--- src/hdl/slpd_pkg.sv ---
// ----------------------------------------------------------------------------
// slpd_pkg
// Shared types and constants for the sync/length packet deframer.
// ----------------------------------------------------------------------------
package slpd_pkg;

  localparam int unsigned CfgWidth = 16;
  localparam int unsigned CfgIndexWidth = 2;

  localparam logic [15:0] SYNC_WORD_RESET = 16'hAA55;
  localparam logic [15:0] ACK_CODE_RESET = 16'h0007;
  localparam logic [15:0] HELLO_ACK_CODE_RESET = 16'h0005;
  localparam logic [15:0] ACK_TIMEOUT_RESET = 16'd100;

  localparam logic [3:0] HDR_BYTES = 4'd11;
  localparam logic [3:0] HDR_FIRST_INDEX = 4'd2;
  localparam logic [3:0] HDR_LAST_INDEX = HDR_BYTES - 4'd1;

  // configuration register indexes
  localparam logic [CfgIndexWidth-1:0] REG_SYNC_WORD = 2'd0;
  localparam logic [CfgIndexWidth-1:0] REG_ACK_CODE = 2'd1;
  localparam logic [CfgIndexWidth-1:0] REG_HELLO_ACK_CODE = 2'd2;
  localparam logic [CfgIndexWidth-1:0] REG_ACK_TIMEOUT = 2'd3;

  // input modes
  localparam logic [1:0] MODE_BYTE = 2'd0;
  localparam logic [1:0] MODE_ARM = 2'd1;
  localparam logic [1:0] MODE_TICK = 2'd2;

  // result kinds
  localparam logic [1:0] KIND_HEADER = 2'd0;
  localparam logic [1:0] KIND_PAYLOAD = 2'd1;
  localparam logic [1:0] KIND_ACK = 2'd2;
  localparam logic [1:0] KIND_TIMEOUT = 2'd3;

  typedef struct packed {
    logic [1:0] mode;
    logic [7:0] rx_byte;
  } in_item_t;

  typedef struct packed {
    logic [1:0]  kind;
    logic [15:0] packet_type;
    logic [15:0] module_code;
    logic [31:0] payload_length;
    logic [7:0]  data_byte;
    logic        last;
  } out_item_t;

  typedef struct packed {
    logic [15:0] sync_word;
    logic [15:0] ack_code;
    logic [15:0] hello_ack_code;
    logic [15:0] ack_timeout_ticks;
  } cfg_t;

endpackage

--- src/hdl/slpd_cfg.sv ---
// ----------------------------------------------------------------------------
// slpd_cfg
// Configuration register file: sync word, acknowledge codes, timeout.
// ----------------------------------------------------------------------------
module slpd_cfg
  import slpd_pkg::*;
(
  input  logic                     clk,
  input  logic                     rst,
  input  logic                     cfg_write,
  input  logic [CfgIndexWidth-1:0] cfg_index,
  input  logic [CfgWidth-1:0]      cfg_data,
  output cfg_t                     cfg
);

  always_ff @(posedge clk) begin
    if (rst) begin
      cfg.sync_word <= SYNC_WORD_RESET;
      cfg.ack_code <= ACK_CODE_RESET;
      cfg.hello_ack_code <= HELLO_ACK_CODE_RESET;
      cfg.ack_timeout_ticks <= ACK_TIMEOUT_RESET;
    end else if (cfg_write) begin
      unique case (cfg_index)
        REG_SYNC_WORD: cfg.sync_word <= cfg_data;
        REG_ACK_CODE: cfg.ack_code <= cfg_data;
        REG_HELLO_ACK_CODE: cfg.hello_ack_code <= cfg_data;
        REG_ACK_TIMEOUT: cfg.ack_timeout_ticks <= cfg_data;
        default: ;
      endcase
    end
  end

endmodule

--- src/hdl/slpd_core.sv ---
// ----------------------------------------------------------------------------
// slpd_core
// Deframer state machine and result register: sync hunt, header capture,
// payload count, acknowledge wait and timeout.
// ----------------------------------------------------------------------------
module slpd_core
  import slpd_pkg::*;
(
  input  logic      clk,
  input  logic      rst,
  input  cfg_t      cfg,
  input  logic      item_valid,
  input  in_item_t  item,
  output logic      item_take,
  output logic      out_valid,
  input  logic      out_stall,
  output out_item_t out_data
);

  typedef enum logic [1:0] {
    PH_HUNT,
    PH_HEADER,
    PH_PAYLOAD
  } phase_t;

  phase_t      phase, phase_next;
  logic [7:0]  prev_byte, prev_byte_next;
  logic        prev_valid, prev_valid_next;
  logic [3:0]  header_index, header_index_next;
  logic [15:0] held_type, held_type_next;
  logic [15:0] held_module, held_module_next;
  logic [31:0] held_length, held_length_next;
  logic [31:0] bytes_remaining, bytes_remaining_next;
  logic        is_ack_packet, is_ack_packet_next;
  logic        waiting_ack, waiting_ack_next;
  logic [15:0] ticks_waited, ticks_waited_next;

  logic        res_valid;
  out_item_t   res;
  logic [31:0] remaining_dec;
  logic [15:0] ticks_inc;
  logic        type_is_ack;

  assign item_take = item_valid && (!out_valid || !out_stall);
  assign remaining_dec = bytes_remaining - 32'd1;
  assign ticks_inc = (ticks_waited != 16'hFFFF) ? ticks_waited + 16'd1 : ticks_waited;
  assign type_is_ack = (held_type == cfg.ack_code) || (held_type == cfg.hello_ack_code);

  always_comb begin
    phase_next = phase;
    prev_byte_next = prev_byte;
    prev_valid_next = prev_valid;
    header_index_next = header_index;
    held_type_next = held_type;
    held_module_next = held_module;
    held_length_next = held_length;
    bytes_remaining_next = bytes_remaining;
    is_ack_packet_next = is_ack_packet;
    waiting_ack_next = waiting_ack;
    ticks_waited_next = ticks_waited;
    res_valid = 1'b0;
    res = '0;

    case (item.mode)
      MODE_BYTE: begin
        unique case (phase)
          PH_HEADER: begin
            if (header_index == 4'd3 || header_index == 4'd4) begin
              held_type_next = {held_type[7:0], item.rx_byte};
            end else if (header_index == 4'd5 || header_index == 4'd6) begin
              held_module_next = {held_module[7:0], item.rx_byte};
            end else if (header_index >= 4'd7 && header_index <= HDR_LAST_INDEX) begin
              held_length_next = {held_length[23:0], item.rx_byte};
            end
            header_index_next = header_index + 4'd1;
            if (header_index >= HDR_LAST_INDEX) begin
              is_ack_packet_next = type_is_ack;
              bytes_remaining_next = held_length_next;
              res.packet_type = held_type;
              res.module_code = held_module;
              res.payload_length = held_length_next;
              if (held_length_next == 32'd0) begin
                phase_next = PH_HUNT;
                prev_valid_next = 1'b0;
                prev_byte_next = 8'd0;
                if (!type_is_ack) begin
                  res_valid = 1'b1;
                  res.kind = KIND_HEADER;
                  res.last = 1'b1;
                end else if (waiting_ack) begin
                  res_valid = 1'b1;
                  res.kind = KIND_ACK;
                  waiting_ack_next = 1'b0;
                  ticks_waited_next = 16'd0;
                end
              end else begin
                phase_next = PH_PAYLOAD;
                if (!type_is_ack) begin
                  res_valid = 1'b1;
                  res.kind = KIND_HEADER;
                end
              end
            end
          end
          PH_PAYLOAD: begin
            bytes_remaining_next = remaining_dec;
            res.packet_type = held_type;
            res.module_code = held_module;
            res.payload_length = held_length;
            if (remaining_dec == 32'd0) begin
              phase_next = PH_HUNT;
              prev_valid_next = 1'b0;
              prev_byte_next = 8'd0;
            end
            if (!is_ack_packet) begin
              res_valid = 1'b1;
              res.kind = KIND_PAYLOAD;
              res.data_byte = item.rx_byte;
              res.last = (remaining_dec == 32'd0);
            end else if (remaining_dec == 32'd0 && waiting_ack) begin
              res_valid = 1'b1;
              res.kind = KIND_ACK;
              waiting_ack_next = 1'b0;
              ticks_waited_next = 16'd0;
            end
          end
          default: begin
            if (prev_valid && ({prev_byte, item.rx_byte} == cfg.sync_word)) begin
              phase_next = PH_HEADER;
              header_index_next = HDR_FIRST_INDEX;
              held_type_next = 16'd0;
              held_module_next = 16'd0;
              held_length_next = 32'd0;
              prev_valid_next = 1'b0;
              prev_byte_next = 8'd0;
            end else begin
              prev_byte_next = item.rx_byte;
              prev_valid_next = 1'b1;
            end
          end
        endcase
      end
      MODE_ARM: begin
        waiting_ack_next = 1'b1;
        ticks_waited_next = 16'd0;
      end
      MODE_TICK: begin
        if (waiting_ack) begin
          if (ticks_inc >= cfg.ack_timeout_ticks) begin
            waiting_ack_next = 1'b0;
            ticks_waited_next = 16'd0;
            res_valid = 1'b1;
            res.kind = KIND_TIMEOUT;
          end else begin
            ticks_waited_next = ticks_inc;
          end
        end
      end
      default: ;
    endcase
  end

  always_ff @(posedge clk) begin
    if (rst) begin
      phase <= PH_HUNT;
      prev_byte <= 8'd0;
      prev_valid <= 1'b0;
      header_index <= 4'd0;
      held_type <= 16'd0;
      held_module <= 16'd0;
      held_length <= 32'd0;
      bytes_remaining <= 32'd0;
      is_ack_packet <= 1'b0;
      waiting_ack <= 1'b0;
      ticks_waited <= 16'd0;
      out_valid <= 1'b0;
    end else begin
      if (item_take) begin
        phase <= phase_next;
        prev_byte <= prev_byte_next;
        prev_valid <= prev_valid_next;
        header_index <= header_index_next;
        held_type <= held_type_next;
        held_module <= held_module_next;
        held_length <= held_length_next;
        bytes_remaining <= bytes_remaining_next;
        is_ack_packet <= is_ack_packet_next;
        waiting_ack <= waiting_ack_next;
        ticks_waited <= ticks_waited_next;
        out_valid <= res_valid;
        if (res_valid) begin
          out_data <= res;
        end
      end else if (!out_stall) begin
        out_valid <= 1'b0;
      end
    end
  end

  a_payload_nonzero: assert property (@(posedge clk) disable iff (rst)
    phase == PH_PAYLOAD |-> bytes_remaining != 32'd0)
    else $error("payload phase with no bytes remaining");

  a_header_index_range: assert property (@(posedge clk) disable iff (rst)
    phase == PH_HEADER |-> header_index >= HDR_FIRST_INDEX && header_index <= HDR_LAST_INDEX)
    else $error("header index out of range");

  a_idle_ticks_clear: assert property (@(posedge clk) disable iff (rst)
    !waiting_ack |-> ticks_waited == 16'd0)
    else $error("tick count held while not waiting");

  a_ack_disarms: assert property (@(posedge clk) disable iff (rst)
    item_take && res_valid && (res.kind == KIND_ACK || res.kind == KIND_TIMEOUT)
      |=> !waiting_ack)
    else $error("wait still armed after acknowledge or timeout");

endmodule

--- src/hdl/sync_length_packet_deframer.sv ---
// ----------------------------------------------------------------------------
// sync_length_packet_deframer
// Byte-stream deframer: sync hunt, 11-byte header, payload and ack timeout.
// ----------------------------------------------------------------------------
// Takes one transaction per clock while out_stall is low: a received byte, an
// arm of the acknowledge wait, or a timer tick. Each transaction is registered
// on input and resolved by the header/payload state machine, whose result
// lands in an output register. Data packets give a header result and one
// result per payload byte (final one marked last, the header itself when the
// length is zero); acknowledge packets are swallowed and report acknowledged
// only when a wait is armed. The user must write registers through
// cfg_write/cfg_index/cfg_data only while the block is idle; the block itself
// does not enforce this.
// ----------------------------------------------------------------------------
module sync_length_packet_deframer
  import slpd_pkg::*;
(
  input  logic                     clk,
  input  logic                     rst,
  input  logic                     in_valid,
  output logic                     in_stall,
  input  in_item_t                 in_data,
  output logic                     out_valid,
  input  logic                     out_stall,
  output out_item_t                out_data,
  input  logic                     cfg_write,
  input  logic [CfgIndexWidth-1:0] cfg_index,
  input  logic [CfgWidth-1:0]      cfg_data
);

  cfg_t     cfg;
  logic     item_valid;
  in_item_t item;
  logic     item_take;

  assign in_stall = item_valid && !item_take;

  always_ff @(posedge clk) begin
    if (rst) begin
      item_valid <= 1'b0;
    end else if (!in_stall) begin
      item_valid <= in_valid;
      if (in_valid) begin
        item <= in_data;
      end
    end
  end

  slpd_cfg u_cfg (
    .clk       (clk),
    .rst       (rst),
    .cfg_write (cfg_write),
    .cfg_index (cfg_index),
    .cfg_data  (cfg_data),
    .cfg       (cfg)
  );

  slpd_core u_core (
    .clk        (clk),
    .rst        (rst),
    .cfg        (cfg),
    .item_valid (item_valid),
    .item       (item),
    .item_take  (item_take),
    .out_valid  (out_valid),
    .out_stall  (out_stall),
    .out_data   (out_data)
  );

endmodule

--- config.mk ---
export PLATFORM = sky130hd
export DESIGN_NAME = sync_length_packet_deframer
export DESIGN_NICKNAME = d
export VERILOG_FILES = /design/src/hdl/slpd_pkg.sv /design/src/hdl/slpd_cfg.sv /design/src/hdl/slpd_core.sv /design/src/hdl/sync_length_packet_deframer.sv
export SDC_FILE = /design/constraint.sdc
export NUM_CORES = 1
export LEC_CHECK = 0
export ABC_AREA = 1
export BUFFER_PORTS_ARGS = -buffer_cell sky130_fd_sc_hd__buf_2
export CAP_MARGIN = 20
export CORE_MARGIN = 2
export CORE_UTILIZATION = 30
export DETAILED_ROUTE_END_ITERATION = 12
export SYNTH_ARGS = -nofsm -noshare
export SYNTH_HDL_FRONTEND = slang
export SYNTH_HIERARCHICAL = 1
export SYNTH_SLANG_ARGS = --single-unit
--- constraint.sdc ---
create_clock -name clk -period 6.7 [get_ports clk]
set_clock_uncertainty 0.15 [all_clocks]
set_input_delay 0.335 -clock clk [delete_from_list [all_inputs] [get_ports clk]]
set_output_delay 0.335 -clock clk [all_outputs]
set_load 0.05 [all_outputs]
==> Implementation_results.wiki, run 1 <==
{| class="wikitable"
! Metric !! Value
|-
| Area occupied by registers || ~6500 um^2
|-
| Number of buffers between clock root and the deepest sink || 3
|-
| Number of synthesized flops with an enable pin || 85
|-
| DR DRC count || 0
|-
| Synth Flop Type || sky130_fd_sc_hd__dfxtp_1
|-
| CTS clock-pin slew for the worst setup and hold paths || around 60 ps
|-
| Synthesized area || about 15,000 um^2
|-
| Number of hold buffers added after CTS || 33
|-
| Final period utilization || 0.724
|-
| Utilization after layout || 0.356
|-
| Number of failing hold endpoints at the final stage || 0
|-
| Total power per unit cell area || around 220 nW/um^2
|-
| Synth unique cells || 50
|-
| Vias per inst || about 4.8
|-
| Min Clock Period, post-route || slightly below 5000 ps
|-
| Wire length of the first global-routing pass || 69,600 um
|-
| Fin. max-slew vios || 0
|-
| Number of buffers added for setup after CTS || 0
|-
| Buffers added on ports || roughly 110
|-
| Initial antenna violation count || 0
|-
| Top post-synthesis cells by area || sky130_fd_sc_hd__dfxtp_1, sky130_fd_sc_hd__edfxtp_1, sky130_fd_sc_hd__nand2_1, sky130_fd_sc_hd__nor2_1, sky130_fd_sc_hd__inv_1
|-
| Gate count of the mapped netlist || 2,111
|-
| Result of the run || completed
|-
| Clock tree from TritonCTS || done
|-
| Reg-to-Reg Start || u_core/ticks_waited[0]$_SDFFE_PP0P_
|-
| Required time of the critical path || 6820 ps
|-
| Buffers plus inverters on the worst setup path || 5
|-
| Die Area || between 50,000 and 60,000 um^2
|-
| Largest fanout of any net on the critical path || just over 40
|-
| Post-route antenna net violation count || 0
|-
| Average cell area after synthesis || approximately 7.0 um^2
|-
| Final-report setup violation count || 0
|-
| Path category of the worst min-delay check || primary input to register
|-
| Diode count || 0
|-
| Vias in the first global route || 12.9k
|-
| Area of the multi-input gates || 7040 um^2
|-
| Critical Path, Cell by Cell || ha_1, inv_1, nor3_1, nand3_1, nor2_1, nand2_1, nand3_1, inv_1, nand2_1, xor2_1, inv_1, ha_1, a21oi_1, o21ai_0, a21oi_1, a21boi_0, nand2_1, nand3_1, nand2_1, nand2_1, clkinv_2, buf_4
|-
| Area share of the leading cell type in the synthesized netlist || 0.263
|-
| Overflow left after global routing || 0
|-
| Initial DRC count || around 1.2k
|-
| Area leader, netlist || sky130_fd_sc_hd__dfxtp_1
|-
| Core Rows || 81
|-
| Synth Register Bits || 280
|-
| Leakage component of the power || ~7.4 nW
|-
| Data arrival, critical path || approximately 5000 ps
|-
| Via count of the routed design || 13.8k
|-
| Register area share after synthesis || 0.435
|-
| CP startpoint || u_core/ticks_waited[0]$_SDFFE_PP0P_
|-
| Area overhead of the layout relative to synthesis || 17.3%
|-
| Largest net degree at the start of global routing || just under 90
|-
| Async S/R FF share, synth || 0
|-
| Number of nets in the final layout || around 2.3k
|-
| Number of gates on the worst path with buffers counted || 22
|-
| Die W || roughly 230 um
|-
| Transition time at the pin with the least slew margin || ~1100 ps
|-
| Core Box Area || 48,800 um^2
|-
| Slew HR || 0.255
|-
| Number of max-cap violations || 0
|-
| Average routed wire per standard cell || around 15 um
|-
| Filler instances || about 5.3k
|-
| Post-detailed-routing wire length || ~44,000 um
|-
| Capturing element type of the critical path || register
|-
| Crit start category || register
|-
| Max H-tree Level || 1
|-
| Die extent in y || approximately 230 um
|-
| Max Clk Rate || 0.206 GHz
|-
| Setup repair after global routing missed its margin || false
|-
| Cell type of the slowest stage on the worst timing path || sky130_fd_sc_hd__buf_4
|-
| Max rail drop VDD || around 190 uV
|-
| Setup TNS after final layout || 0 ps
|-
| End point of the critical path || u_core/out_data[41]$_SDFFCE_PN0P_
|-
| Largest stage delay on the critical path || 530 ps
|-
| Proportion of layout cells with a drive suffix above 1 || 0.101
|-
| Reg-to-reg critical path endpoint || u_core/out_data[41]$_SDFFCE_PN0P_
|-
| HPWL after detailed placement || ~32,000 um
|-
| Detailed-routing iteration count for the pre-antenna-repair pass || 6
|-
| RePlAce Congestion || 0.924
|-
| Cell count of the worst reg-to-reg path || 22
|-
| GRT Util Overall || 0.171
|-
| Warnings, synthesis || 6
|-
| Post-CTS resize count || 0
|-
| Initial standard-cell utilization of the core || 0.304
|-
| Worst reg-to-reg setup slack || 1850 ps
|-
| Count of boundary I/O pins || between 100 and 150
|-
| Worst path most repeated cell || sky130_fd_sc_hd__nand2_1
|-
| Clock insertion delay at the later pin of the skew report || between 500 and 600 ps
|-
| Worst Path Class, Setup || register to register
|-
| CP top delay family || simple AND/OR/NAND/NOR gates
|-
| Clock net sink count || 280
|-
| Post-Synthesis Net Count || 2,173
|-
| Total clock buffers created by CTS || 31
|-
| CTS root buf || sky130_fd_sc_hd__clkbuf_16
|}
through the flow:
stage	power, mW	cells	cell area, um^2	hold WS [ps]	setup slack [ps]
2_1_floorplan	1.98	2111	14800	279	1990
3_3_place_gp	2.04	2805	15900	301	2020
3_5_place_dp	2.05	2805	15900	307	1870
4_1_cts	3.93	2896	17300	136	1860
5_1_grt	4.04	2900	17400	188	1270
6_report	3.89	2900	17400	166	1850
final cells by class:
type	count	share of cell area
timing repair buffer	160	0.0599
inverter	243	0.0525
sequential	280	0.371
multi-input combinational	1495	0.405
clock inverter	19	0.0167
tap	664	0.0478
clock buffer	39	0.0475
kinds of logic (layout without fill, tap and decap cells):
group | Yosys count | in the layout | share of synthesized area
AO/OA/AOI/OAI | 234 | 234 | 0.0886
XOR/XNOR | 55 | 55 | 0.0325
adder cells (fa/ha/maj) | 29 | 29 | 0.0245
buffers and inverters | 336 | 461 | 0.0908
flip-flops | 280 | 280 | 0.435
AND/OR/NAND/NOR | 1177 | 1177 | 0.328
worst register-to-register path, stage by stage (launching register included):
cell and delay [ps]:
sky130_fd_sc_hd__dfxtp_1 330, sky130_fd_sc_hd__ha_1 140, sky130_fd_sc_hd__inv_1 60, sky130_fd_sc_hd__nor3_1 390
sky130_fd_sc_hd__nand3_1 240, sky130_fd_sc_hd__nor2_1 190, sky130_fd_sc_hd__nand2_1 160, sky130_fd_sc_hd__nand3_1 130
sky130_fd_sc_hd__inv_1 60, sky130_fd_sc_hd__nand2_1 60, sky130_fd_sc_hd__xor2_1 180, sky130_fd_sc_hd__inv_1 60
sky130_fd_sc_hd__ha_1 290, sky130_fd_sc_hd__a21oi_1 140, sky130_fd_sc_hd__o21ai_0 80, sky130_fd_sc_hd__a21oi_1 130
sky130_fd_sc_hd__a21boi_0 270, sky130_fd_sc_hd__nand2_1 130, sky130_fd_sc_hd__nand3_1 130, sky130_fd_sc_hd__nand2_1 70
sky130_fd_sc_hd__nand2_1 90, sky130_fd_sc_hd__clkinv_2 500, sky130_fd_sc_hd__buf_4 530
how the worst min path moves through the flow:
stage                                        startpoint                             endpoint  slack [ps]  depth (start not counted)
CTS                                           cfg_write           u_cfg/cfg[48]$_SDFFE_PP1P_         140                          3
detailed placement  u_core/held_length[17]$_SDFFE_PP0P_  u_core/held_length[17]$_SDFFE_PP0P_         310                          2
global placement     u_core/held_length[0]$_SDFFE_PP0P_   u_core/held_length[0]$_SDFFE_PP0P_         300                          2
global route                                  cfg_write           u_cfg/cfg[63]$_SDFFE_PP1P_         190                          3
floorplan                    u_cfg/cfg[57]$_SDFFE_PP1P_           u_cfg/cfg[57]$_SDFFE_PP1P_         280                          2
finish                                        cfg_write           u_cfg/cfg[48]$_SDFFE_PP1P_         170                          3
report_power, final:
part / switching, mW / leakage, nW / internal (mW)
Combinational: 0.146 / 4.53 / 0.0869
Clock: 0.716 / 0.541 / 1.14
Sequential: 0.0257 / 2.36 / 1.77
cell usage in the layout (no fill, tap or decap), types with 14 or more instances in the layout:
cell type	synthesis	routed
sky130_fd_sc_hd__xnor2_1	29	29
sky130_fd_sc_hd__nand2_1	624	624
sky130_fd_sc_hd__inv_1	236	234
sky130_fd_sc_hd__clkbuf_16	0	31
sky130_fd_sc_hd__nor2_1	325	322
sky130_fd_sc_hd__nor3_1	21	21
sky130_fd_sc_hd__nand4_1	35	35
sky130_fd_sc_hd__dfxtp_1	195	195
sky130_fd_sc_hd__a21oi_1	142	142
sky130_fd_sc_hd__dlygate4sd3_1	0	33
sky130_fd_sc_hd__xor2_1	26	26
sky130_fd_sc_hd__buf_2	17	109
sky130_fd_sc_hd__o21ai_0	37	37
sky130_fd_sc_hd__edfxtp_1	85	85
sky130_fd_sc_hd__buf_4	4	14
sky130_fd_sc_hd__ha_1	29	28
sky130_fd_sc_hd__nand3_1	122	122
metal layers:
metal	GRT usage	routed length, um
met1	0.229	20100
met2	0.286	20700
met3	0.0219	2310
met4	0.0535	1370
met5	0	0
synth_stat cells (21+ instances only):
library cell               count
sky130_fd_sc_hd__inv_1       236
sky130_fd_sc_hd__edfxtp_1     85
sky130_fd_sc_hd__nor3_1       21
sky130_fd_sc_hd__dfxtp_1     195
sky130_fd_sc_hd__xnor2_1      29
sky130_fd_sc_hd__a21oi_1     142
sky130_fd_sc_hd__clkbuf_1     56
sky130_fd_sc_hd__nand4_1      35
sky130_fd_sc_hd__nand3_1     122
sky130_fd_sc_hd__nor2_1      325
sky130_fd_sc_hd__ha_1         29
sky130_fd_sc_hd__nand2_1     624
sky130_fd_sc_hd__xor2_1       26
sky130_fd_sc_hd__o21ai_0      37
state kept, by name, summed over array words and instances, names as in the netlist:
signal                  cells
u_core/phase                2
u_cfg/cfg                  64
u_core/out_valid            1
u_core/out_data            75
item                       10
u_core/prev_valid           1
item_valid                  1
u_core/held_type           16
u_core/bytes_remaining     32
u_core/prev_byte            8
u_core/waiting_ack          1
u_core/header_index         4
u_core/is_ack_packet        1
u_core/ticks_waited        16
u_core/held_module         16
u_core/held_length         32
(Power assumes the default switching activity.)
==> inputs of run 2 (changes only) <==
==> constraint.sdc (replaced) <==
create_clock -name clk -period 4.7 [get_ports clk]
set_clock_uncertainty 0.15 [all_clocks]
set_input_delay 0.235 -clock clk [delete_from_list [all_inputs] [get_ports clk]]
set_output_delay 0.235 -clock clk [all_outputs]
set_load 0.05 [all_outputs]
==> run 2 against run 1 <==
Sequential share of layout area unchanged. Core utilization unchanged. Die area did not move. Final cell count rose by 0.17%. Maximum frequency grew 16%. Count of clock-buffer cells in the layout unchanged. Total power increased by 40%. First-iteration DRC count fell by 0.43%. Via count decreased by 0.40%. Highest routed layer is now met5.
==> Implementation_results.wiki, run 2 (same netlist as run 1, synthesis figures left out) <==
{| class="wikitable"
! Metric !! Value
|-
| Final-report setup violation count || 0
|-
| Proportion of layout cells with a drive suffix above 1 || 0.106
|-
| Most common cell after layout, fill and taps aside || sky130_fd_sc_hd__nand2_1
|-
| Initial antenna violation count || 1
|-
| Crit start category || register
|-
| Reg-to-Reg Start || u_core/ticks_waited[0]$_SDFFE_PP0P_
|-
| Flip-flop count of the largest register after layout || 75
|-
| Slew HR || 0.292
|-
| Clock net sink count || 280
|-
| Clock tree from TritonCTS || done
|-
| Initial standard-cell utilization of the core || 0.304
|-
| Total power per unit cell area || between 300 and 400 nW/um^2
|-
| Wire length of the first global-routing pass || about 69,000 um
|-
| Average routed wire per standard cell || roughly 15 um
|-
| DR DRC count || 0
|-
| Die extent in y || about 230 um
|-
| Path category of the worst min-delay check || primary input to register
|-
| Most flops, register || u_core/out_data
|-
| Buffers plus inverters on the worst setup path || 4
|-
| Leakage component of the power || between 7 and 8 nW
|-
| RePlAce Congestion || between 0.8 and 0.9
|-
| Worst Path Class, Setup || register to register
|-
| Die W || roughly 230 um
|-
| Post-route antenna net violation count || 0
|-
| Fin. max-slew vios || 0
|-
| Final period utilization || 0.886
|-
| Post-detailed-routing wire length || approximately 44,000 um
|-
| Hold wc startpoint || cfg_write
|-
| Min Clock Period, post-route || 4170 ps
|-
| Diode count || 0
|-
| Largest fanout of any net on the critical path || just over 40
|-
| CTS clock-pin slew for the worst setup and hold paths || roughly 60 ps
|-
| Area of the multi-input gates || between 7000 and 8000 um^2
|-
| Via count of the routed design || 13.8k
|-
| Cell count of the worst reg-to-reg path || 19
|-
| Largest stage delay on the critical path || ~380 ps
|-
| Filler instances || roughly 5.2k
|-
| Initial DRC count || roughly 1.2k
|-
| Required time of the critical path || 4810 ps
|-
| Hold worst-path end || u_cfg/cfg[63]$_SDFFE_PP1P_
|-
| Setup WS post-layout || around 530 ps
|-
| Leading cell types in the layout, fill and taps excluded || sky130_fd_sc_hd__nand2_1, sky130_fd_sc_hd__nor2_1, sky130_fd_sc_hd__inv_1
|-
| Max Clk Rate || about 0.24 GHz
|-
| Biggest registers after layout || u_core/out_data: 75 flops, u_cfg/cfg: 64 flops
|-
| Vias in the first global route || between 10k and 15k
|-
| HPWL after detailed placement || between 30,000 and 40,000 um
|-
| Result of the run || completed
|-
| Area occupied by registers || 6460 um^2
|-
| Count of boundary I/O pins || 110
|-
| Critical Path, Cell by Cell || inv_1, nor3_1, inv_1, nor3_1, nand3_1, nor3_2, a21oi_1, a31oi_1, ha_1, a21oi_1, o21ai_0, a21oi_1, a21boi_0, nand2_1, nand3_1, nand2_1, nand2_1, clkinvlp_4, buf_4
|-
| Transition time at the pin with the least slew margin || between 1000 and 1500 ps
|-
| Reg-to-reg critical path endpoint || u_core/out_data[15]$_SDFFCE_PN0P_
|-
| Number of max-cap violations || 0
|-
| Setup TNS after final layout || 0 ps
|-
| CTS root buf || sky130_fd_sc_hd__clkbuf_16
|-
| Buffers added on ports || about 110
|-
| Utilization after layout || 0.356
|-
| GRT Util Overall || 0.170
|-
| Clock insertion delay at the later pin of the skew report || 580 ps
|-
| Total clock buffers created by CTS || 31
|-
| Overflow left after global routing || 0
|-
| Number of buffers between clock root and the deepest sink || 3
|-
| Pre-CTS setup slack || 432 ps
|-
| Worst reg-to-reg setup slack || between 500 and 600 ps
|-
| Number of failing hold endpoints at the final stage || 0
|-
| Die Area || roughly 50,000 um^2
|-
| Area overhead of the layout relative to synthesis || 17.3%
|-
| Core Box Area || a little under 50,000 um^2
|-
| CP top delay family || simple AND/OR/NAND/NOR gates
|-
| Count of cells along the worst hold path || 3
|-
| Core Rows || 81
|-
| Capturing element type of the critical path || register
|-
| Number of nets in the final layout || approximately 2.3k
|-
| Largest net degree at the start of global routing || 65
|-
| Cell type of the slowest stage on the worst timing path || sky130_fd_sc_hd__nor3_1
|-
| Max rail drop VDD || 256 uV
|-
| Setup repair after global routing missed its margin || false
|-
| Max H-tree Level || 1
|-
| Data arrival, critical path || between 4000 and 5000 ps
|-
| Detailed-routing iteration count for the pre-antenna-repair pass || 5
|-
| Vias per inst || around 4.7
|}
## run 2: cell types whose count changed in the layout (fill, tap and decap cells not counted), moves of 2 or more
cell	previous run	this run
sky130_fd_sc_hd__buf_4	14	20
sky130_fd_sc_hd__clkinv_2	6	8
sky130_fd_sc_hd__nor3_1	21	19
sky130_fd_sc_hd__clkbuf_1	6	3
sky130_fd_sc_hd__clkinv_1	5	3
sky130_fd_sc_hd__bufinv_16	7	4
sky130_fd_sc_hd__inv_6	0	2
sky130_fd_sc_hd__clkbuf_8	2	5
sky130_fd_sc_hd__nor3_2	1	3
## run 2: how the worst max path moves through the flow
stage,end,start,slack (ps),cells after the start
detailed placement,u_core/out_data[24]$_SDFFCE_PN0P_,u_core/ticks_waited[0]$_SDFFE_PP0P_,430,22
global placement,u_core/out_data[24]$_SDFFCE_PN0P_,u_core/ticks_waited[0]$_SDFFE_PP0P_,550,22
CTS,u_core/out_data[32]$_SDFFCE_PN0P_,u_core/ticks_waited[0]$_SDFFE_PP0P_,390,22
finish,u_core/out_data[15]$_SDFFCE_PN0P_,u_core/ticks_waited[0]$_SDFFE_PP0P_,530,19
floorplan,u_core/out_data[0]$_SDFFCE_PN0P_,u_core/ticks_waited[0]$_SDFFE_PP0P_,220,21
global route,u_core/out_data[40]$_SDFFCE_PN0P_,u_core/ticks_waited[8]$_SDFFE_PP0P_,70,21
## run 2: final cells by class
cell class,instances,share of cell area
multi-input combinational,1495,0.405
inverter,243,0.0526
timing repair buffer,165,0.0618
tap,664,0.0478
sequential,280,0.371
clock buffer,39,0.0492
clock inverter,19,0.0123
## run 2: repair_timing
| item | 4_1_cts | 5_1_grt |
|---|---|---|
| gates resized for setup | 0 | 2 |
| setup buffers | 0 | 0 |
| endpoints found under the hold margin | 76 | 0 |
| setup endpoints to repair | 0 | 75 |
| hold buffers | 33 | 0 |
## run 2: report_power, final
part           internal [mW]  switching, mW
clock network           1.51           1.04
logic                  0.124          0.208
registers               2.52         0.0371
total                   4.16           1.29
## run 2: per-stage QoR
stage / area (um^2) / std cells / total power [mW] / hold WS, ps
finish: 17400 / 2905 / 5.44 / 61.2
global placement: 15900 / 2810 / 2.91 / 284
detailed placement: 15900 / 2811 / 2.92 / 281
floorplan: 14800 / 2111 / 2.82 / 184
CTS: 17300 / 2902 / 5.50 / 34.4
global route: 17400 / 2905 / 5.65 / 75.8
## run 2: worst reg2reg max path, cell delays in order, from the launching register on
cell,delay [ps]
sky130_fd_sc_hd__dfxtp_1,340
sky130_fd_sc_hd__inv_1,80
sky130_fd_sc_hd__nor3_1,180
sky130_fd_sc_hd__inv_1,90
sky130_fd_sc_hd__nor3_1,380
sky130_fd_sc_hd__nand3_1,220
sky130_fd_sc_hd__nor3_2,250
sky130_fd_sc_hd__a21oi_1,110
sky130_fd_sc_hd__a31oi_1,230
sky130_fd_sc_hd__ha_1,300
sky130_fd_sc_hd__a21oi_1,150
sky130_fd_sc_hd__o21ai_0,100
sky130_fd_sc_hd__a21oi_1,130
sky130_fd_sc_hd__a21boi_0,270
sky130_fd_sc_hd__nand2_1,150
sky130_fd_sc_hd__nand3_1,140
sky130_fd_sc_hd__nand2_1,70
sky130_fd_sc_hd__nand2_1,120
sky130_fd_sc_hd__clkinvlp_4,100
sky130_fd_sc_hd__buf_4,270
## run 2: metal layers
metal,vias to the layer above,wire length (um),global-route usage
met4,2,883,0.0397
met1,6433,20000,0.228
met3,54,2190,0.0233
met2,342,21000,0.289
li1,6924,-,-
met5,-,16,0
